[src/design/sha256_pkg.sv]
`timescale 1ns / 1ps
// ----------------------------------------------------------------------------
// sha256_pkg
// Shared types and constants for the SHA-256 message hasher.
// ----------------------------------------------------------------------------
package sha256_pkg;

    // one message item: byte plus framing
    typedef struct packed {
        logic [7:0] data_byte;
        logic       has_byte;
        logic       end_of_message;
    } msg_t;

    // one digest item
    typedef struct packed {
        logic [31:0] digest_word;
        logic [2:0]  word_index;
        logic        last_word;
    } dig_t;

    typedef enum logic [2:0] {
        ST_IDLE,
        ST_PAD,
        ST_ROUND,
        ST_ADD,
        ST_OUT
    } state_t;

    localparam logic [7:0] PAD_MARK      = 8'h80;
    localparam logic [5:0] LAST_FILL     = 6'd63;
    localparam logic [5:0] LEN_POS       = 6'd56;
    localparam logic [5:0] LAST_ROUND    = 6'd63;
    localparam logic [2:0] LAST_WORD_IDX = 3'd7;
    localparam logic [63:0] BYTE_BITS    = 64'd8;

    // initial hash values h0..h7
    function automatic logic [31:0] init_h(input logic [2:0] idx);
        logic [31:0] r;
        case (idx)
            3'd0:    r = 32'h6a09e667;
            3'd1:    r = 32'hbb67ae85;
            3'd2:    r = 32'h3c6ef372;
            3'd3:    r = 32'ha54ff53a;
            3'd4:    r = 32'h510e527f;
            3'd5:    r = 32'h9b05688c;
            3'd6:    r = 32'h1f83d9ab;
            default: r = 32'h5be0cd19;
        endcase
        return r;
    endfunction

    // round constant table
    function automatic logic [31:0] round_k(input logic [5:0] idx);
        logic [31:0] r;
        case (idx)
            6'd0:  r = 32'h428a2f98;  6'd1:  r = 32'h71374491;
            6'd2:  r = 32'hb5c0fbcf;  6'd3:  r = 32'he9b5dba5;
            6'd4:  r = 32'h3956c25b;  6'd5:  r = 32'h59f111f1;
            6'd6:  r = 32'h923f82a4;  6'd7:  r = 32'hab1c5ed5;
            6'd8:  r = 32'hd807aa98;  6'd9:  r = 32'h12835b01;
            6'd10: r = 32'h243185be;  6'd11: r = 32'h550c7dc3;
            6'd12: r = 32'h72be5d74;  6'd13: r = 32'h80deb1fe;
            6'd14: r = 32'h9bdc06a7;  6'd15: r = 32'hc19bf174;
            6'd16: r = 32'he49b69c1;  6'd17: r = 32'hefbe4786;
            6'd18: r = 32'h0fc19dc6;  6'd19: r = 32'h240ca1cc;
            6'd20: r = 32'h2de92c6f;  6'd21: r = 32'h4a7484aa;
            6'd22: r = 32'h5cb0a9dc;  6'd23: r = 32'h76f988da;
            6'd24: r = 32'h983e5152;  6'd25: r = 32'ha831c66d;
            6'd26: r = 32'hb00327c8;  6'd27: r = 32'hbf597fc7;
            6'd28: r = 32'hc6e00bf3;  6'd29: r = 32'hd5a79147;
            6'd30: r = 32'h06ca6351;  6'd31: r = 32'h14292967;
            6'd32: r = 32'h27b70a85;  6'd33: r = 32'h2e1b2138;
            6'd34: r = 32'h4d2c6dfc;  6'd35: r = 32'h53380d13;
            6'd36: r = 32'h650a7354;  6'd37: r = 32'h766a0abb;
            6'd38: r = 32'h81c2c92e;  6'd39: r = 32'h92722c85;
            6'd40: r = 32'ha2bfe8a1;  6'd41: r = 32'ha81a664b;
            6'd42: r = 32'hc24b8b70;  6'd43: r = 32'hc76c51a3;
            6'd44: r = 32'hd192e819;  6'd45: r = 32'hd6990624;
            6'd46: r = 32'hf40e3585;  6'd47: r = 32'h106aa070;
            6'd48: r = 32'h19a4c116;  6'd49: r = 32'h1e376c08;
            6'd50: r = 32'h2748774c;  6'd51: r = 32'h34b0bcb5;
            6'd52: r = 32'h391c0cb3;  6'd53: r = 32'h4ed8aa4a;
            6'd54: r = 32'h5b9cca4f;  6'd55: r = 32'h682e6ff3;
            6'd56: r = 32'h748f82ee;  6'd57: r = 32'h78a5636f;
            6'd58: r = 32'h84c87814;  6'd59: r = 32'h8cc70208;
            6'd60: r = 32'h90befffa;  6'd61: r = 32'ha4506ceb;
            6'd62: r = 32'hbef9a3f7;
            default: r = 32'hc67178f2;
        endcase
        return r;
    endfunction

endpackage

[src/design/sha256_message_hasher.sv]
`timescale 1ns / 1ps
// ----------------------------------------------------------------------------
// sha256_message_hasher
// Byte-serial SHA-256: collects message bytes, pads, compresses with one
// round unit and returns the eight digest words.
// ----------------------------------------------------------------------------
//
//  channel  | handshake                 | payload            | item
//  ---------+---------------------------+--------------------+-----------------
//  message  | msg_valid / msg_ready     | msg_item  (msg_t)  | one byte / end
//  digest   | dig_valid / dig_ready     | dig_item  (dig_t)  | one digest word
//
//  A byte that does not fill the block is taken and the hasher stays ready for
//  the next one. The 64th byte of a block starts the compression: the shared
//  round unit runs the rounds, then ST_ADD folds the working words into the
//  chaining words. An end item then pushes the 0x80 mark, zeros and the 8
//  length bytes one per cycle into the block (one or two blocks), each full
//  block followed by its compression, then 8 digest items.
//  msg_ready is high only while waiting for bytes; the digest words are read
//  from the chaining registers and hold while dig_ready is low.
//  Reset loads the initial hash values and clears fill count and bit length.
// ----------------------------------------------------------------------------
module sha256_message_hasher (
    input  logic               clk,
    input  logic               rst_n,
    input  logic               msg_valid,
    output logic               msg_ready,
    input  sha256_pkg::msg_t   msg_item,
    output logic               dig_valid,
    input  logic               dig_ready,
    output sha256_pkg::dig_t   dig_item
);

    // --- state ---------------------------------------------------------------
    sha256_pkg::state_t state_reg, state_next;

    // Block buffer and message schedule share one 16-word shift line:
    // bytes shift in at the bottom, rounds shift words out at the top.
    logic [511:0] sched_reg, sched_next;
    logic [31:0]  chain_reg [8];
    logic [31:0]  chain_next [8];
    logic [31:0]  wv_reg [8];       // a..h
    logic [31:0]  wv_next [8];
    logic [5:0]   fill_reg, fill_next;
    logic [63:0]  len_reg, len_next;
    logic [5:0]   rnd_reg, rnd_next;
    logic [2:0]   idx_reg, idx_next;
    logic         end_pend_reg, end_pend_next;   // padding owed after this block
    logic         mark_sent_reg, mark_sent_next;
    logic         len_phase_reg, len_phase_next;
    logic         done_reg, done_next;           // final block compressed next

    logic         push_en;
    logic [7:0]   push_byte;

    function automatic logic [31:0] rotr(input logic [31:0] x, input int unsigned s);
        return (x >> s) | (x << (32 - s));
    endfunction

    // --- round unit ------------------------------------------------------------
    logic [31:0] w_cur, w1, w9, w14, w_new;
    logic [31:0] big_s0, big_s1, ch, maj, t1, t2;

    assign w_cur = sched_reg[511:480];
    assign w1    = sched_reg[479:448];
    assign w9    = sched_reg[223:192];
    assign w14   = sched_reg[63:32];

    // next schedule word W[t+16], pushed every round
    assign w_new = w_cur + w9
                 + (rotr(w1, 7) ^ rotr(w1, 18) ^ (w1 >> 3))
                 + (rotr(w14, 17) ^ rotr(w14, 19) ^ (w14 >> 10));

    assign big_s1 = rotr(wv_reg[4], 6) ^ rotr(wv_reg[4], 11) ^ rotr(wv_reg[4], 25);
    assign big_s0 = rotr(wv_reg[0], 2) ^ rotr(wv_reg[0], 13) ^ rotr(wv_reg[0], 22);
    assign ch     = (wv_reg[4] & wv_reg[5]) ^ (~wv_reg[4] & wv_reg[6]);
    assign maj    = (wv_reg[0] & wv_reg[1]) ^ (wv_reg[0] & wv_reg[2])
                  ^ (wv_reg[1] & wv_reg[2]);
    assign t1     = wv_reg[7] + big_s1 + ch + sha256_pkg::round_k(rnd_reg) + w_cur;
    assign t2     = big_s0 + maj;

    // --- digest output -----------------------------------------------------------
    assign dig_item.digest_word = chain_reg[idx_reg];
    assign dig_item.word_index  = idx_reg;
    assign dig_item.last_word   = (idx_reg == sha256_pkg::LAST_WORD_IDX);

    // --- sequencer ---------------------------------------------------------------
    always_comb
    begin
        state_next     = state_reg;
        sched_next     = sched_reg;
        chain_next     = chain_reg;
        wv_next        = wv_reg;
        fill_next      = fill_reg;
        len_next       = len_reg;
        rnd_next       = rnd_reg;
        idx_next       = idx_reg;
        end_pend_next  = end_pend_reg;
        mark_sent_next = mark_sent_reg;
        len_phase_next = len_phase_reg;
        done_next      = done_reg;
        push_en        = 1'b0;
        push_byte      = 8'h00;
        msg_ready      = 1'b0;
        dig_valid      = 1'b0;

        case (state_reg)
            sha256_pkg::ST_IDLE:
            begin
                msg_ready = 1'b1;
                if (msg_valid)
                begin
                    end_pend_next = msg_item.end_of_message;
                    if (msg_item.has_byte)
                    begin
                        push_en   = 1'b1;
                        push_byte = msg_item.data_byte;
                        len_next  = len_reg + sha256_pkg::BYTE_BITS;
                    end
                    if (msg_item.has_byte && fill_reg == sha256_pkg::LAST_FILL)
                        state_next = sha256_pkg::ST_ROUND;
                    else if (msg_item.end_of_message)
                        state_next = sha256_pkg::ST_PAD;
                end
            end

            sha256_pkg::ST_PAD:
            begin
                push_en = 1'b1;
                if (!mark_sent_reg)
                begin
                    push_byte      = sha256_pkg::PAD_MARK;
                    mark_sent_next = 1'b1;
                end
                else if (len_phase_reg || fill_reg == sha256_pkg::LEN_POS)
                begin
                    // length goes out most significant byte first
                    push_byte      = len_reg[63:56];
                    len_next       = {len_reg[55:0], 8'h00};
                    len_phase_next = 1'b1;
                    if (fill_reg == sha256_pkg::LAST_FILL)
                        done_next = 1'b1;
                end
                if (fill_reg == sha256_pkg::LAST_FILL)
                    state_next = sha256_pkg::ST_ROUND;
            end

            sha256_pkg::ST_ROUND:
            begin
                sched_next = {sched_reg[479:0], w_new};
                wv_next[7] = wv_reg[6];
                wv_next[6] = wv_reg[5];
                wv_next[5] = wv_reg[4];
                wv_next[4] = wv_reg[3] + t1;
                wv_next[3] = wv_reg[2];
                wv_next[2] = wv_reg[1];
                wv_next[1] = wv_reg[0];
                wv_next[0] = t1 + t2;
                rnd_next   = rnd_reg + 6'd1;
                if (rnd_reg == sha256_pkg::LAST_ROUND)
                    state_next = sha256_pkg::ST_ADD;
            end

            sha256_pkg::ST_ADD:
            begin
                for (int i = 0; i < 8; i++)
                    chain_next[i] = chain_reg[i] + wv_reg[i];
                if (done_reg)
                begin
                    idx_next   = 3'd0;
                    state_next = sha256_pkg::ST_OUT;
                end
                else if (end_pend_reg)
                    state_next = sha256_pkg::ST_PAD;
                else
                    state_next = sha256_pkg::ST_IDLE;
            end

            sha256_pkg::ST_OUT:
            begin
                dig_valid = 1'b1;
                if (dig_ready)
                begin
                    idx_next = idx_reg + 3'd1;
                    if (idx_reg == sha256_pkg::LAST_WORD_IDX)
                    begin
                        // start over for the next message
                        for (int i = 0; i < 8; i++)
                            chain_next[i] = sha256_pkg::init_h(3'(i));
                        len_next       = '0;
                        fill_next      = '0;
                        end_pend_next  = 1'b0;
                        mark_sent_next = 1'b0;
                        len_phase_next = 1'b0;
                        done_next      = 1'b0;
                        state_next     = sha256_pkg::ST_IDLE;
                    end
                end
            end

            default:
            begin
                state_next = sha256_pkg::ST_IDLE;
            end
        endcase

        if (push_en)
        begin
            sched_next = {sched_reg[503:0], push_byte};
            fill_next  = fill_reg + 6'd1;
        end

        // a full block starts its compression from the chaining words
        if (state_next == sha256_pkg::ST_ROUND && state_reg != sha256_pkg::ST_ROUND)
        begin
            wv_next  = chain_reg;
            rnd_next = '0;
        end
    end

    // --- registers -----------------------------------------------------------------
    always_ff @(posedge clk or negedge rst_n)
    begin
        if (!rst_n)
        begin
            state_reg     <= sha256_pkg::ST_IDLE;
            for (int i = 0; i < 8; i++)
                chain_reg[i] <= sha256_pkg::init_h(3'(i));
            fill_reg      <= '0;
            len_reg       <= '0;
            rnd_reg       <= '0;
            idx_reg       <= '0;
            end_pend_reg  <= 1'b0;
            mark_sent_reg <= 1'b0;
            len_phase_reg <= 1'b0;
            done_reg      <= 1'b0;
        end
        else
        begin
            state_reg     <= state_next;
            chain_reg     <= chain_next;
            fill_reg      <= fill_next;
            len_reg       <= len_next;
            rnd_reg       <= rnd_next;
            idx_reg       <= idx_next;
            end_pend_reg  <= end_pend_next;
            mark_sent_reg <= mark_sent_next;
            len_phase_reg <= len_phase_next;
            done_reg      <= done_next;
        end
    end

    always_ff @(posedge clk)
    begin
        sched_reg <= sched_next;
        wv_reg    <= wv_next;
    end

endmodule

[config.mk]
export PLATFORM = sky130hd
export DESIGN_NAME = sha256_message_hasher
export DESIGN_NICKNAME = d
export VERILOG_FILES = /design/src/design/sha256_pkg.sv /design/src/design/sha256_message_hasher.sv
export SDC_FILE = /design/constraint.sdc
export NUM_CORES = 2
export LEC_CHECK = 0
export BUFFER_PORTS_ARGS = -buffer_cell sky130_fd_sc_hd__buf_2
export CAP_MARGIN = 10
export CORE_UTILIZATION = 51
export DETAILED_ROUTE_END_ITERATION = 10
export GPL_TIMING_DRIVEN = 0
export PLACE_DENSITY = 0.69
export SYNTH_ARGS = -nofsm -noshare
export SYNTH_HDL_FRONTEND = slang
export SYNTH_SLANG_ARGS = --single-unit
[constraint.sdc]
create_clock -name clk -period 12.8 [get_ports clk]
set_input_delay 1.92 -clock clk [delete_from_list [all_inputs] [get_ports clk]]
set_output_delay 1.92 -clock clk [all_outputs]
set_load 0.05 [all_outputs]
==> Word level (Yosys, flattened, before mapping) <==
Memory sizes are Yosys's and may differ from the RTL's.
Index checks and enable logic that the tools add are counted.
{ "classes": {"reduce_logical": 21, "bitwise": 28, "order_cmp": 1, "addsub": 22, "n_mux": 58, "eq_ne": 18} }
{ "ops": {"columns": ["op", "count"], "rows": [
  ["two-way mux 256 bit", 4],
  ["two-way mux 512 bit", 2],
  ["adder 32 bit", 18],
  ["one-hot mux 256 bit (2 select lines)", 1],
  ["two-way mux 64 bit", 6],
  ["XOR 32 bit", 9],
  ["one-hot mux 64 bit (3 select lines)", 1],
  ["AND 32 bit", 5],
  ["binary-select mux 32 bit (select 3 bit)", 1],
  ["adder 64 x 4 -> 64 bit, second input constant", 1],
  ["two-way mux 32 bit", 2],
  ["two-way mux 6 bit", 6],
  ["two-way mux 8 bit", 4],
  ["NOT 32 bit", 1],
  ["OR 10 x 32 -> 32 bit", 1],
  ["OR 13 x 32 -> 32 bit", 1],
  ["OR 14 x 32 -> 32 bit", 1],
  ["OR 15 x 32 -> 32 bit", 1],
  ["OR 19 x 32 -> 32 bit", 1],
  ["OR 21 x 32 -> 32 bit", 1],
  ["OR 25 x 32 -> 32 bit", 1],
  ["OR 26 x 32 -> 32 bit", 1],
  ["OR 30 x 32 -> 32 bit", 1],
  ["OR 7 x 32 -> 32 bit", 1],
  ["28 further kinds", 77]
]} }
{ "totals": {"register_bits": 1110, "out_inout_bits": 38, "in_bits": 14, "word_cells": 175, "romBits": 2048, "n_memories": 1} }
{ "memory_table": {"columns": ["memory", "depth", "word_bits", "rd", "rd_clocked_by_memory_dff", "write_ports", "line_no", "source"], "rows": [
  ["(no name shown)", 64, 32, 1, 0, 0, "sha256_pkg.sv:56", "case (idx)"]
]} }

==> Logic depth before layout (Yosys ltp) <==
{ "logic_depth": {"depth_word": 10, "ltp_mapped": 39, "depth_no_buf": 36} }

==> Worst setup path after synthesis <==
No wires, ideal clock.
{ "synth_path": {"path_kind": "input port to flip-flop", "startpoint": "input port msg_item[1] (netlist bit)", "endpoint": "register sched_reg[0], enable pin", "t_arrival_ns": 11.374, "stages": 6, "required_time_ns": 9.138, "path_buffers": 3, "slack_ns": -2.236, "setup_ns": 3.662, "cell_sequence": "a21oi_1 -> nand2b_1 -> clkbuf_1 -> clkbuf_1 -> clkbuf_1 -> nand2_1"} }
{ "synth_between": {"elab_chain_cells": 4} }
{ "synth_rtl": {"columns": ["item", "line_no", "source"], "rows": [
  ["from (decl)", "sha256_message_hasher.sv:28", "input sha256_pkg::msg_t msg_item,"],
  ["two-way mux 1 bit", "sha256_message_hasher.sv:114", "if (msg_item.has_byte)"],
  ["two-way mux 1 bit", "sha256_message_hasher.sv:111", "if (msg_valid)"],
  ["one-hot mux 1 bit (2 select lines)", "sha256_message_hasher.sv:107", "case (state_reg)"],
  ["nonzero test 2 bit (no source line)", null, null],
  ["to (signal assigned)", "sha256_message_hasher.sv:255", "sched_reg <= sched_next;"],
  ["to (decl)", "sha256_message_hasher.sv:39", "logic [511:0] sched_reg, sched_next;"]
]} }
No other way between the ends.
A chain may end at the register's enable or synchronous reset.

==> results.json <==
{
  "synth_warnings": 0,
  "worst_pin_slew_ps": 1530,
  "core_area_sq_um": 148000,
  "rr_endpoint": "wv_reg[255]$_DFFE_PP_",
  "fp.dieW_microns": 389,
  "slowest_delay_ps": 890,
  "crit_family": "compound AO/OA/AOI/OAI gates",
  "post_cts_resized": 0,
  "hold_viol": 0,
  "slew_viol_final": 3,
  "drt.antenna.violating_nets": 0,
  "status": "finished with violations",
  "fin_crit_sh": 0.937,
  "path_clk_slew_ps": 60,
  "clock-root-buffer": "clkbuf_16",
  "layout-drive-gt1-share": 0.0660,
  "placedCellCount": 10557,
  "setup_viol": 0,
  "io_pins": 52,
  "grt_antenna_before_repair": 17,
  "clock-sinks": 1107,
  "final_common_cell": "nand2_1",
  "drt_wl_total_microns": 304000,
  "ff2ff_setup_slack_ps": 810,
  "synthCells": 8482,
  "grt_max_degree": 123,
  "clock_path_buffers": 3,
  "avgSynthCellArea_sq_um": 9.03,
  "drt_iter0_markers": 9856,
  "cts_tree": "done",
  "drcViolationCount": 0,
  "ys_seq_area_frac": 0.414,
  "synth_fp_nets": 9093,
  "gp_congestion": 1.03,
  "rr_worst_depth": 38,
  "dieArea_sq_um": 152000,
  "post_cts_buffers": 0,
  "dr.pass1.iters": 9,
  "final_nets": 9309,
  "startpoint_type": "flop",
  "avgRoutedWirePerCell_microns": 28.1,
  "hold_path_end": "fill_reg[5]$_DFFE_PN0P_",
  "ys.flop_type": "edfxtp_1",
  "portBuffers": 51,
  "worst_path_max_delay_cell": "o21ai_0",
  "grt_pass1_vias": 64117,
  "fmax_mhz": 83.4,
  "clk_latency_ps": 810,
  "cp-end-kind": "flop",
  "path_depth": 38,
  "syn_area_sq_um": 76600,
  "drv_cap": 1,
  "post-route-min-period_ps": 11990,
  "mostFrequentLayoutCells": "nand2_1, edfxtp_1, o21ai_0, a21oi_1, clkbuf_1",
  "required_ps": 13290,
  "failed_checks": "max-capacitance violations, max-slew violations",
  "grt-ovfl-total": 0,
  "numCtsBuffers": 132,
  "synth_seq_cells": 1107,
  "synth_edf_count": 768,
  "relSlewSlack": -0.0253,
  "crit_path_max_fanout": 13,
  "min_delay_path_depth": 1,
  "grt_pass1_wl_microns": 435000,
  "fillers": 13268,
  "critPathKind": "reg -> reg",
  "hold_path.class": "reg -> reg",
  "grt_setup_unrepaired": "false",
  "reg2reg_from": "rnd_reg[1]$_DFFE_PN0P_",
  "die_y_microns": 389,
  "layout.cells.non_filler": 10810,
  "grtUsageTotal": 0.394,
  "num_vias": 68239,
  "largest_reg_flops": 512,
  "post-dp-hpwl_microns": 230000,
  "skew_ps": 33.9,
  "ys_types": 89,
  "area_growth_pct": 9.95,
  "viasPerCell": 6.31,
  "cp_data_arrival_time_ps": 12480,
  "crit_buf_inv": 7,
  "htreeDepth": 4,
  "initial_core_util": 0.516,
  "row_count": 141,
  "hold_start": "fill_reg[5]$_DFFE_PN0P_",
  "ctsHoldBuffers": 0,
  "async_flop_share": 0.306
}
-- layer usage --
layer	part of all wire	track usage	up-vias
met5	0.00019	0	-
met4	0.068	0.230	8
met3	0.14	0.128	935
met2	0.41	0.553	4629
met1	0.39	0.533	32901
li1	-	-	29766
-- stage by stage --
step / util / cell area (sq um) / setup TNS (ps) / worst slack (ps) / hold slack [ps]
after floorplan: - / 76600 / 0 / 3030 / 450
after global placement: 0.535 / 79300 / -652710 / -1370 / 471
after detailed placement: 0.538 / 79800 / 0 / 1200 / 483
after CTS: 0.566 / 84000 / 0 / 1140 / 495
after global routing: 0.567 / 84200 / 0 / 524 / 535
final: 0.567 / 84200 / 0 / 808 / 496
-- worst max-delay path by stage --
| stage | startpoint | to | slack, ps |
|---|---|---|---|
| after floorplan | msg_item[1] | sched_reg[0]$_DFFE_PP_ | 3030 |
| after global placement | msg_item[1] | sched_reg[395]$_DFFE_PP_ | -1370 |
| after detailed placement | rnd_reg[1]$_DFFE_PN0P_ | wv_reg[126]$_DFFE_PP_ | 1200 |
| after CTS | rnd_reg[1]$_DFFE_PN0P_ | wv_reg[126]$_DFFE_PP_ | 1140 |
| after global routing | rnd_reg[1]$_DFFE_PN0P_ | wv_reg[126]$_DFFE_PP_ | 520 |
| final | rnd_reg[1]$_DFFE_PN0P_ | wv_reg[255]$_DFFE_PP_ | 810 |
-- cell type report --
class                      instances  area [sq um]  area share
antenna                            5          12.5    0.000149
inverter                         451          1700      0.0202
sequential                      1107         31700       0.377
clock buffer                     189          3670      0.0436
tap                             2002          2500      0.0298
buffer                           479          1800      0.0214
timing repair buffer              82           858      0.0102
clock inverter                    50           531     0.00630
multi-input combinational       6445         41400       0.492
-- cell usage after synthesis, types with 170 or more instances --
library cell | instances | share of area
a21o_1 | 170 | 0.017
a21oi_1 | 487 | 0.032
clkbuf_1 | 442 | 0.022
dfrtp_1 | 203 | 0.066
edfxtp_1 | 768 | 0.30
fa_1 | 197 | 0.052
ha_1 | 400 | 0.065
inv_1 | 448 | 0.022
nand2_1 | 2218 | 0.11
nor2_1 | 433 | 0.021
o21ai_0 | 644 | 0.042
xnor2_1 | 318 | 0.036
xor2_1 | 243 | 0.028
-- cells by family (layout without fill, tap and decap cells) --
group,after synthesis,in the layout,synth area share
AO/OA/AOI/OAI,1845,1845,0.147
XOR/XNOR,561,561,0.0642
adder cells (fa/ha/maj),619,619,0.120
buffers and inverters,930,1251,0.0456
flip-flops,1107,1107,0.414
multiplexers,146,146,0.0314
other,0,5,0
AND/OR/NAND/NOR,3274,3274,0.178
Power is not shown: default switching activity piles up to over one toggle a cycle in this logic, so the estimate is an artifact.
